<file path="config.mk">
export PLATFORM = sky130hd
export DESIGN_NAME = key_press_event_detector_flat
export DESIGN_NICKNAME = d
export VERILOG_FILES = /design/src/rtl/core/kped_pkg.sv /design/src/rtl/core/kped_in_if.sv /design/src/rtl/core/kped_out_if.sv /design/src/rtl/core/kped_cfg_if.sv /design/src/rtl/core/kped_step.sv /design/src/rtl/core/key_press_event_detector.sv /design/src/flat_wrapper.sv
export SDC_FILE = /design/constraint.sdc
export NUM_CORES = 1
export LEC_CHECK = 0
export BUFFER_PORTS_ARGS = -buffer_cell sky130_fd_sc_hd__buf_2
export CORE_MARGIN = 4
export CORE_UTILIZATION = 60
export DETAILED_ROUTE_END_ITERATION = 8
export GPL_ROUTABILITY_DRIVEN = 0
export GPL_TIMING_DRIVEN = 0
export PLACE_DENSITY = 0.9
export SLEW_MARGIN = 20
export SYNTH_ARGS = -nofsm -noshare
export SYNTH_HDL_FRONTEND = slang
export SYNTH_SLANG_ARGS = --single-unit
</file>
<file path="constraint.sdc">
create_clock -name clk -period 4 [get_ports clk]
set_input_delay 1.2 -clock clk [delete_from_list [all_inputs] [get_ports clk]]
set_output_delay 1.2 -clock clk [all_outputs]
set_load 0.1 [all_outputs]
</file>
<file path="src/rtl/core/kped_pkg.sv">
// Shared types and codes for the key press event detector.
// Used by the channel interfaces, the step logic and the top level.
// No dependencies.
package kped_pkg;

  // field widths of the channels
  localparam int unsigned KEY_IDX_W  = 2;
  localparam int unsigned PIN_W      = 4;
  localparam int unsigned KEY_NUM_W  = 3;
  localparam int unsigned EVENT_W    = 2;
  localparam int unsigned DEB_W      = 8;
  localparam int unsigned HOLD_W     = 12;
  localparam int unsigned CFG_IDX_W  = 2;
  localparam int unsigned CFG_DATA_W = 12;
  localparam int unsigned PHASE_W    = 2;

  // press phase codes
  localparam logic [PHASE_W-1:0] PHASE_IDLE  = 2'd0;
  localparam logic [PHASE_W-1:0] PHASE_PRESS = 2'd1;
  localparam logic [PHASE_W-1:0] PHASE_HOLD  = 2'd2;

  // event codes
  localparam logic [EVENT_W-1:0] EV_NONE   = 2'd0;
  localparam logic [EVENT_W-1:0] EV_SHORT  = 2'd1;
  localparam logic [EVENT_W-1:0] EV_LONG   = 2'd2;
  localparam logic [EVENT_W-1:0] EV_REPEAT = 2'd3;

  // item kinds
  localparam logic MODE_EDGE = 1'b0;
  localparam logic MODE_TICK = 1'b1;

  // configuration register indexes
  localparam logic [CFG_IDX_W-1:0] CFG_DEBOUNCE = 2'd0;
  localparam logic [CFG_IDX_W-1:0] CFG_LONG     = 2'd1;
  localparam logic [CFG_IDX_W-1:0] CFG_REPEAT   = 2'd2;

  // reset values of the configuration registers
  localparam logic [DEB_W-1:0]  DEBOUNCE_RST = 8'd2;
  localparam logic [HOLD_W-1:0] LONG_RST     = 12'd50;
  localparam logic [HOLD_W-1:0] REPEAT_RST   = 12'd20;

  localparam logic [HOLD_W-1:0] HOLD_MAX = {HOLD_W{1'b1}};

  typedef struct packed {
    logic                 mode;
    logic [KEY_IDX_W-1:0] edge_key;
    logic [PIN_W-1:0]     pin_levels;
  } kped_item_t;

  typedef struct packed {
    logic [KEY_NUM_W-1:0] key_number;
    logic [EVENT_W-1:0]   event_code;
    logic                 pin_level;
  } kped_result_t;

  typedef struct packed {
    logic [DEB_W-1:0]  debounce_ticks;
    logic [HOLD_W-1:0] long_press_ticks;
    logic [HOLD_W-1:0] repeat_ticks;
  } kped_cfg_t;

  typedef struct packed {
    logic                 press_latched;
    logic [KEY_NUM_W-1:0] latched_key;
    logic [PHASE_W-1:0]   press_phase;
    logic [HOLD_W-1:0]    hold_count;
    logic [DEB_W-1:0]     debounce_count;
  } kped_state_t;

endpackage

</file>
<file path="src/rtl/core/kped_in_if.sv">
// Input channel of the key press event detector: edge and tick items.
// Depends on kped_pkg for field widths.
interface kped_in_if;
  logic                          valid;
  logic                          ready;
  logic                          mode;
  logic [kped_pkg::KEY_IDX_W-1:0] edge_key;
  logic [kped_pkg::PIN_W-1:0]     pin_levels;

  modport source (output valid, output mode, output edge_key, output pin_levels,
                  input ready);
  modport sink   (input valid, input mode, input edge_key, input pin_levels,
                  output ready);
endinterface

</file>
<file path="src/rtl/core/kped_out_if.sv">
// Result channel of the key press event detector: one event beat per item.
// Depends on kped_pkg for field widths.
interface kped_out_if;
  logic                           valid;
  logic                           ready;
  logic [kped_pkg::KEY_NUM_W-1:0] key_number;
  logic [kped_pkg::EVENT_W-1:0]   event_code;
  logic                           pin_level;

  modport source (output valid, output key_number, output event_code,
                  output pin_level, input ready);
  modport sink   (input valid, input key_number, input event_code,
                  input pin_level, output ready);
endinterface

</file>
<file path="src/rtl/core/kped_cfg_if.sv">
// Configuration write channel of the key press event detector.
// Depends on kped_pkg for index and data widths.
interface kped_cfg_if;
  logic                            valid;
  logic                            ready;
  logic [kped_pkg::CFG_IDX_W-1:0]  index;
  logic [kped_pkg::CFG_DATA_W-1:0] data;

  modport source (output valid, output index, output data, input ready);
  modport sink   (input valid, input index, input data, output ready);
endinterface

</file>
<file path="src/rtl/core/kped_step.sv">
// Next-state and event logic for one item of the key press event detector.
// Purely combinational; depends on kped_pkg for types and codes.
module kped_step #(
  parameter int unsigned NUM_KEYS = 4
) (
  input  kped_pkg::kped_item_t   item,
  input  kped_pkg::kped_cfg_t    cfg,
  input  kped_pkg::kped_state_t  state,
  output kped_pkg::kped_state_t  state_nxt,
  output kped_pkg::kped_result_t result
);

  localparam logic [3:0] NumKeysW = 4'(NUM_KEYS);

  logic [kped_pkg::KEY_NUM_W-1:0] pin_idx;
  logic                           level;
  logic [kped_pkg::HOLD_W-1:0]    hold_inc;
  logic [kped_pkg::EVENT_W-1:0]   ev;

  // pin of the latched key on a tick; keys without a pin bit read as released
  assign pin_idx = state.latched_key - kped_pkg::KEY_NUM_W'(1);

  always_comb begin
    if ((item.mode == kped_pkg::MODE_TICK) && state.press_latched &&
        (state.latched_key != '0) && !pin_idx[2]) begin
      level = item.pin_levels[pin_idx[1:0]];
    end else begin
      level = 1'b1;
    end
  end

  // saturating hold counter
  assign hold_inc = (state.hold_count == kped_pkg::HOLD_MAX) ?
                    kped_pkg::HOLD_MAX : state.hold_count + kped_pkg::HOLD_W'(1);

  // state update and event
  always_comb begin
    state_nxt = state;
    ev        = kped_pkg::EV_NONE;
    if (item.mode == kped_pkg::MODE_EDGE) begin
      if (!state.press_latched && ({2'b00, item.edge_key} < NumKeysW)) begin
        state_nxt.press_latched  = 1'b1;
        state_nxt.latched_key    = {1'b0, item.edge_key} + kped_pkg::KEY_NUM_W'(1);
        state_nxt.hold_count     = '0;
        state_nxt.debounce_count = '0;
      end
    end else if (state.press_latched) begin
      if (!level) begin
        if (state.debounce_count < cfg.debounce_ticks) begin
          state_nxt.debounce_count = state.debounce_count + kped_pkg::DEB_W'(1);
        end else begin
          case (state.press_phase)
            kped_pkg::PHASE_IDLE: begin
              state_nxt.press_phase = kped_pkg::PHASE_PRESS;
              state_nxt.hold_count  = '0;
            end
            kped_pkg::PHASE_PRESS: begin
              if (hold_inc >= cfg.long_press_ticks) begin
                state_nxt.press_phase = kped_pkg::PHASE_HOLD;
                state_nxt.hold_count  = '0;
                ev                    = kped_pkg::EV_LONG;
              end else begin
                state_nxt.hold_count = hold_inc;
              end
            end
            kped_pkg::PHASE_HOLD: begin
              if (hold_inc >= cfg.repeat_ticks) begin
                state_nxt.hold_count = '0;
                ev                   = kped_pkg::EV_REPEAT;
              end else begin
                state_nxt.hold_count = hold_inc;
              end
            end
            default: begin
              state_nxt = state;
            end
          endcase
        end
      end else begin
        // release: short press only from the confirmed phase
        if (state.press_phase == kped_pkg::PHASE_PRESS) begin
          ev = kped_pkg::EV_SHORT;
        end
        state_nxt = '0;
      end
    end
  end

  assign result.event_code = ev;
  assign result.key_number = (ev != kped_pkg::EV_NONE) ? state.latched_key : '0;
  assign result.pin_level  = level;

endmodule

</file>
<file path="src/rtl/core/key_press_event_detector.sv">
// Top level of the key press event detector: input register, step logic, result register.
// Depends on kped_pkg, kped_in_if, kped_out_if, kped_cfg_if and kped_step.
//
// Takes one edge or tick beat per clock while in_bus.ready is high and gives exactly one
// result beat for each, in order. A beat is held in the input register and is then
// evaluated against the press state in a single pass, which also updates that state and
// loads the result register, from which out_bus offers the result. in_bus.ready only
// drops while both registers hold beats and the result is not being taken, so with
// out_bus.ready held high the block sustains one beat per cycle. Configuration writes
// are always taken and act on items evaluated afterwards.
module key_press_event_detector #(
  parameter int unsigned NUM_KEYS = 4
) (
  input logic       clk,
  input logic       rst_n,
  kped_in_if.sink   in_bus,
  kped_out_if.source out_bus,
  kped_cfg_if.sink  cfg_bus
);

  logic                   s1_valid_r;
  logic                   s1_valid_nxt;
  kped_pkg::kped_item_t   s1_item_r;
  logic                   out_valid_r;
  logic                   out_valid_nxt;
  kped_pkg::kped_result_t out_res_r;
  kped_pkg::kped_state_t  state_r;
  kped_pkg::kped_state_t  state_nxt;
  kped_pkg::kped_result_t step_res;
  kped_pkg::kped_cfg_t    cfg_r;
  logic                   s1_go;
  logic                   in_beat;

  // handshake
  assign s1_go        = !out_valid_r || out_bus.ready;
  assign in_bus.ready = !s1_valid_r || s1_go;
  assign in_beat      = in_bus.valid && in_bus.ready;
  assign cfg_bus.ready = 1'b1;

  assign s1_valid_nxt  = in_beat ? 1'b1 : (s1_go ? 1'b0 : s1_valid_r);
  assign out_valid_nxt = (s1_valid_r && s1_go) ? 1'b1 :
                         (out_bus.ready ? 1'b0 : out_valid_r);

  // input register
  always_ff @(posedge clk) begin
    if (!rst_n) begin
      s1_valid_r <= 1'b0;
    end else begin
      s1_valid_r <= s1_valid_nxt;
    end
  end

  always_ff @(posedge clk) begin
    if (in_beat) begin
      s1_item_r.mode       <= in_bus.mode;
      s1_item_r.edge_key   <= in_bus.edge_key;
      s1_item_r.pin_levels <= in_bus.pin_levels;
    end
  end

  // configuration registers
  always_ff @(posedge clk) begin
    if (!rst_n) begin
      cfg_r.debounce_ticks   <= kped_pkg::DEBOUNCE_RST;
      cfg_r.long_press_ticks <= kped_pkg::LONG_RST;
      cfg_r.repeat_ticks     <= kped_pkg::REPEAT_RST;
    end else if (cfg_bus.valid) begin
      case (cfg_bus.index)
        kped_pkg::CFG_DEBOUNCE: cfg_r.debounce_ticks <= cfg_bus.data[kped_pkg::DEB_W-1:0];
        kped_pkg::CFG_LONG:     cfg_r.long_press_ticks <= cfg_bus.data;
        kped_pkg::CFG_REPEAT:   cfg_r.repeat_ticks <= cfg_bus.data;
        default: begin
          cfg_r <= cfg_r;
        end
      endcase
    end
  end

  // single-pass evaluation
  kped_step #(
    .NUM_KEYS (NUM_KEYS)
  ) u_step (
    .item      (s1_item_r),
    .cfg       (cfg_r),
    .state     (state_r),
    .state_nxt (state_nxt),
    .result    (step_res)
  );

  // press state
  always_ff @(posedge clk) begin
    if (!rst_n) begin
      state_r <= '0;
    end else if (s1_valid_r && s1_go) begin
      state_r <= state_nxt;
    end
  end

  // result register
  always_ff @(posedge clk) begin
    if (!rst_n) begin
      out_valid_r <= 1'b0;
    end else begin
      out_valid_r <= out_valid_nxt;
    end
  end

  always_ff @(posedge clk) begin
    if (s1_valid_r && s1_go) begin
      out_res_r <= step_res;
    end
  end

  assign out_bus.valid      = out_valid_r;
  assign out_bus.key_number = out_res_r.key_number;
  assign out_bus.event_code = out_res_r.event_code;
  assign out_bus.pin_level  = out_res_r.pin_level;

  // no latched key means nothing else is held
  a_idle_clear: assert property (@(posedge clk) disable iff (!rst_n)
    !state_r.press_latched |-> (state_r.latched_key == '0) &&
                               (state_r.press_phase == kped_pkg::PHASE_IDLE))
    else $error("press state not clear while no key latched");

  // a latched key is a valid key number
  a_key_range: assert property (@(posedge clk) disable iff (!rst_n)
    state_r.press_latched |-> (state_r.latched_key != '0) &&
                              (32'(state_r.latched_key) <= NUM_KEYS))
    else $error("latched key out of range");

  // every event names its key
  a_event_key: assert property (@(posedge clk) disable iff (!rst_n)
    out_valid_r && (out_res_r.event_code != kped_pkg::EV_NONE) |->
      out_res_r.key_number != '0)
    else $error("event without key number");

  // short press comes with a released line, long and repeat with a held one
  a_event_level: assert property (@(posedge clk) disable iff (!rst_n)
    out_valid_r && (out_res_r.event_code != kped_pkg::EV_NONE) |->
      (out_res_r.pin_level == (out_res_r.event_code == kped_pkg::EV_SHORT)))
    else $error("event does not match sampled line level");

  // a stalled input beat stays in the input register
  a_s1_hold: assert property (@(posedge clk) disable iff (!rst_n)
    s1_valid_r && !s1_go |=> s1_valid_r)
    else $error("input register dropped a beat");

endmodule

</file>
<file path="src/flat_wrapper.sv">
// flat-port wrapper written by rule: the top's interface ports become plain ports
module key_press_event_detector_flat 
#(
  parameter int unsigned NUM_KEYS = 4
)
  (clk, rst_n, in_bus_valid, in_bus_mode, in_bus_edge_key, in_bus_pin_levels, in_bus_ready, out_bus_valid, out_bus_key_number, out_bus_event_code, out_bus_pin_level, out_bus_ready, cfg_bus_valid, cfg_bus_index, cfg_bus_data, cfg_bus_ready);
  kped_in_if in_bus_i ();
  kped_out_if out_bus_i ();
  kped_cfg_if cfg_bus_i ();
  input logic clk;
  input logic rst_n;
  input wire logic [$bits(in_bus_i.valid)-1:0] in_bus_valid;
  input wire logic [$bits(in_bus_i.mode)-1:0] in_bus_mode;
  input wire logic [$bits(in_bus_i.edge_key)-1:0] in_bus_edge_key;
  input wire logic [$bits(in_bus_i.pin_levels)-1:0] in_bus_pin_levels;
  output wire logic [$bits(in_bus_i.ready)-1:0] in_bus_ready;
  output wire logic [$bits(out_bus_i.valid)-1:0] out_bus_valid;
  output wire logic [$bits(out_bus_i.key_number)-1:0] out_bus_key_number;
  output wire logic [$bits(out_bus_i.event_code)-1:0] out_bus_event_code;
  output wire logic [$bits(out_bus_i.pin_level)-1:0] out_bus_pin_level;
  input wire logic [$bits(out_bus_i.ready)-1:0] out_bus_ready;
  input wire logic [$bits(cfg_bus_i.valid)-1:0] cfg_bus_valid;
  input wire logic [$bits(cfg_bus_i.index)-1:0] cfg_bus_index;
  input wire logic [$bits(cfg_bus_i.data)-1:0] cfg_bus_data;
  output wire logic [$bits(cfg_bus_i.ready)-1:0] cfg_bus_ready;
  assign in_bus_i.valid = in_bus_valid;
  assign in_bus_i.mode = in_bus_mode;
  assign in_bus_i.edge_key = in_bus_edge_key;
  assign in_bus_i.pin_levels = in_bus_pin_levels;
  assign in_bus_ready = in_bus_i.ready;
  assign out_bus_valid = out_bus_i.valid;
  assign out_bus_key_number = out_bus_i.key_number;
  assign out_bus_event_code = out_bus_i.event_code;
  assign out_bus_pin_level = out_bus_i.pin_level;
  assign out_bus_i.ready = out_bus_ready;
  assign cfg_bus_i.valid = cfg_bus_valid;
  assign cfg_bus_i.index = cfg_bus_index;
  assign cfg_bus_i.data = cfg_bus_data;
  assign cfg_bus_ready = cfg_bus_i.ready;
  key_press_event_detector #(.NUM_KEYS(NUM_KEYS)) u_core (.clk(clk), .rst_n(rst_n), .in_bus(in_bus_i), .out_bus(out_bus_i), .cfg_bus(cfg_bus_i));
endmodule
</file>
==> impl_metrics.json <==
{
  "crit_required_ns": 4.31,
  "dp_cells": 560,
  "cellPowerDensity_nw_per_um2": 339,
  "p_leak_nw": 1.86,
  "grt_usage_pct": 23.1,
  "final_util_pct": 69.3,
  "clock-root-buffer": "clkbuf_8",
  "finalSetupTns_ns": 0,
  "max_slew_margin_pct": 47.3,
  "finalPower_mw": 1.49,
  "layout.cells.non_filler": 576,
  "run_status": "finished, final reports clean",
  "synth_edf_count": 13,
  "grt_pass1_wl_mm": 14.1,
  "antenna_found_initial": 0,
  "vias": 3342,
  "cts.htree.levels": 3,
  "syn2layout_area_growth_pct": 11.8,
  "cts.path.max_buffers": 2,
  "min_period_ns": 3.68,
  "synth_cells": 450,
  "hold_slack_ns": 0.460,
  "finalHoldViolations": 0,
  "wl_mm": 8.35,
  "remaining_drc_errors": 0,
  "rsz0062_at_grt": "no",
  "period_share_pct": 92.0,
  "syn_nets": 517,
  "skew_ns": 0.0117,
  "yosysWarnings": 0,
  "ys.flop_type": "dfxtp_1",
  "stdcell_area_um2": 4400,
  "worstSetupPathType": "flip-flop to flip-flop",
  "ys_async_sr_fraction_pct": 0,
  "cp_max_fo": 10,
  "critPathLaunchType": "flip-flop",
  "placed_cell_area_um2": 4200,
  "postRouteAntennaNets": 0,
  "die_h_um": 89.0,
  "synth-seq-area-share_pct": 40.4,
  "clk-insertion-delay-late_ns": 0.36,
  "min_path_cells": 2,
  "start_util_pct": 62.0,
  "cts_tree": "built",
  "slew_viol_final": 0,
  "n_fill_cell": 453,
  "dp_hpwl_mm": 6.44,
  "nets": 561,
  "row_count": 29,
  "vdd_drop_max_v": 0.000324,
  "insertedDiodeCount": 0,
  "die_w_um": 89.0,
  "drive_above_1_share_pct": 13.2,
  "setup_viol": 0,
  "core_area_um2": 6350,
  "ys_ff_latch": 73,
  "post_drt_wl_per_cell_um": 14.5,
  "fmax_ghz": 0.272,
  "syn-cell-area_um2": 3940,
  "port_buffers": 33,
  "worstSetupEndpointType": "flip-flop",
  "io_pins": 35,
  "vias_per_cell": 5.80,
  "regArea_um2": 1590,
  "drt_iter0_drc": 189,
  "multiInputGateArea_um2": 2130,
  "gr-total-overflow": 0,
  "drt_pre_antenna_iters": 4,
  "drv_cap": 0,
  "hold_class": "flip-flop to flip-flop",
  "grt_max_degree": 14,
  "arrival_ns": 3.99,
  "dieArea_um2": 7920,
  "grt_pass1_vias": 3231,
  "cts-hold-fix-buffers": 0,
  "dp_slack_ns": 0.179,
  "syn_avg_cell_area_um2": 8.75,
  "ys_types": 62,
  "worst_slack_ns": 0.320,
  "cts.sinks": 73,
  "clkTransAtPathRegs_ns": 0.08,
  "cts-buffers-inserted": 9,
  "rr_worst_depth": 15,
  "tightest_slew_ns": 0.784
}
-- kinds of logic (layout without fill, tap and decap cells) --
group / after synthesis / after routing / synth area share [%]
multiplexers: 3 / 3 / 1.11
XOR/XNOR: 10 / 10 / 2.22
flip-flops: 73 / 73 / 40.4
AND/OR/NAND/NOR: 160 / 160 / 19.6
other: 1 / 1 / 0.0953
AO/OA/AOI/OAI: 106 / 106 / 17.8
buffers and inverters: 56 / 105 / 5.66
adder cells (fa/ha/maj): 41 / 41 / 13.0
-- report_power, final --
group / internal (mW) / switching, mW / leakage (nW)
clock: 0.290 / 0.287 / 0.0964
combinational: 0.0426 / 0.0942 / 1.15
sequential: 0.768 / 0.00983 / 0.609
total: 1.10 / 0.391 / 1.86
-- metal layers --
layer / up-vias / global-route usage (%) / wire, µm
met2: 95 / 41.0 / 4260
met4: 0 / 10.7 / 268
met5: - / 0 / 0
met3: 29 / 5.35 / 410
li1: 1659 / - / -
met1: 1559 / 26.4 / 3410
-- worst max-delay path: stages (launching register included) --
cell	delay (ns)
dfxtp_1	0.43
ha_1	0.27
and3_1	0.25
nor2b_1	0.19
nand2b_1	0.07
clkbuf_1	0.20
nand2_1	0.17
inv_1	0.08
ha_1	0.26
nand2b_1	0.15
a2111oi_2	0.42
o311ai_1	0.21
a2111oi_2	0.39
o211a_1	0.25
buf_6	0.16
a22o_1	0.13
-- repair_timing --
item                                   4_1_cts  5_1_grt
setup endpoints to repair                    0       10
endpoints found under the hold margin        0        0
gates resized for setup                      0        2
setup buffers                                0        0
-- cell usage after synthesis (3+ instances only) --
library cell / count / area, µm²
a31oi_1: 4 / 25.0
a21o_1: 3 / 22.5
nand3_1: 8 / 40.0
edfxtp_1: 13 / 390
and4_1: 3 / 26.3
a21oi_1: 49 / 245
ha_1: 41 / 513
nand4_1: 7 / 43.8
nor2_1: 38 / 143
o21ai_0: 7 / 35.0
xnor2_1: 6 / 52.6
a22o_1: 12 / 105
nor2b_1: 4 / 25.0
xor2_1: 4 / 35.0
dfxtp_1: 60 / 1200
inv_1: 41 / 154
nand2_1: 71 / 267
nand2b_1: 7 / 43.8
o21a_1: 3 / 22.5
clkbuf_1: 11 / 41.3
o211ai_1: 8 / 60.1
-- state kept, by name, indices dropped and copies added (netlist names) --
| name | flops |
|---|---|
| u_core.cfg_r | 32 |
| u_core.out_bus.event_code | 2 |
| u_core.out_bus.key_number | 3 |
| u_core.out_bus.pin_level | 1 |
| u_core.out_bus.valid | 1 |
| u_core.s1_item_r | 7 |
| u_core.s1_valid_r | 1 |
| u_core.state_r | 26 |
-- layout make-up --
class                      instances  area share [%]
multi-input combinational        321            48.4
sequential                        73            36.2
timing repair buffer              33            3.75
inverter                          42            3.58
clock buffer                      10            2.90
tap                               77            2.19
clock inverter                     6            1.56
buffer                            14            1.48
-- layout by cell type, fill, tap and decap left out, types with 7 or more instances in the layout --
cell and n:
a22o_1 12, nand4_1 7, clkbuf_8 9, a21oi_1 49, nand2b_1 7, ha_1 41, buf_2 34, nor2_1 38
dfxtp_1 60, edfxtp_1 13, o211ai_1 8, inv_1 41, o21ai_0 7, nand2_1 71, nand3_1 8, clkbuf_1 12
-- worst paths after layout --
check | from | endpoint | slack, ns
setup / recovery | u_core.state_r[8]$_SDFFE_PN0P_ | u_core.state_r[15]$_SDFFE_PN0P_ | 0.32
hold / removal | u_core.cfg_r[6]$_SDFFE_PN0P_ | u_core.cfg_r[6]$_SDFFE_PN0P_ | 0.46
setup reg to reg | u_core.state_r[8]$_SDFFE_PN0P_ | u_core.state_r[15]$_SDFFE_PN0P_ | 0.32
hold reg to reg | u_core.cfg_r[6]$_SDFFE_PN0P_ | u_core.cfg_r[6]$_SDFFE_PN0P_ | 0.46
Power figures use the tool's default switching activity.
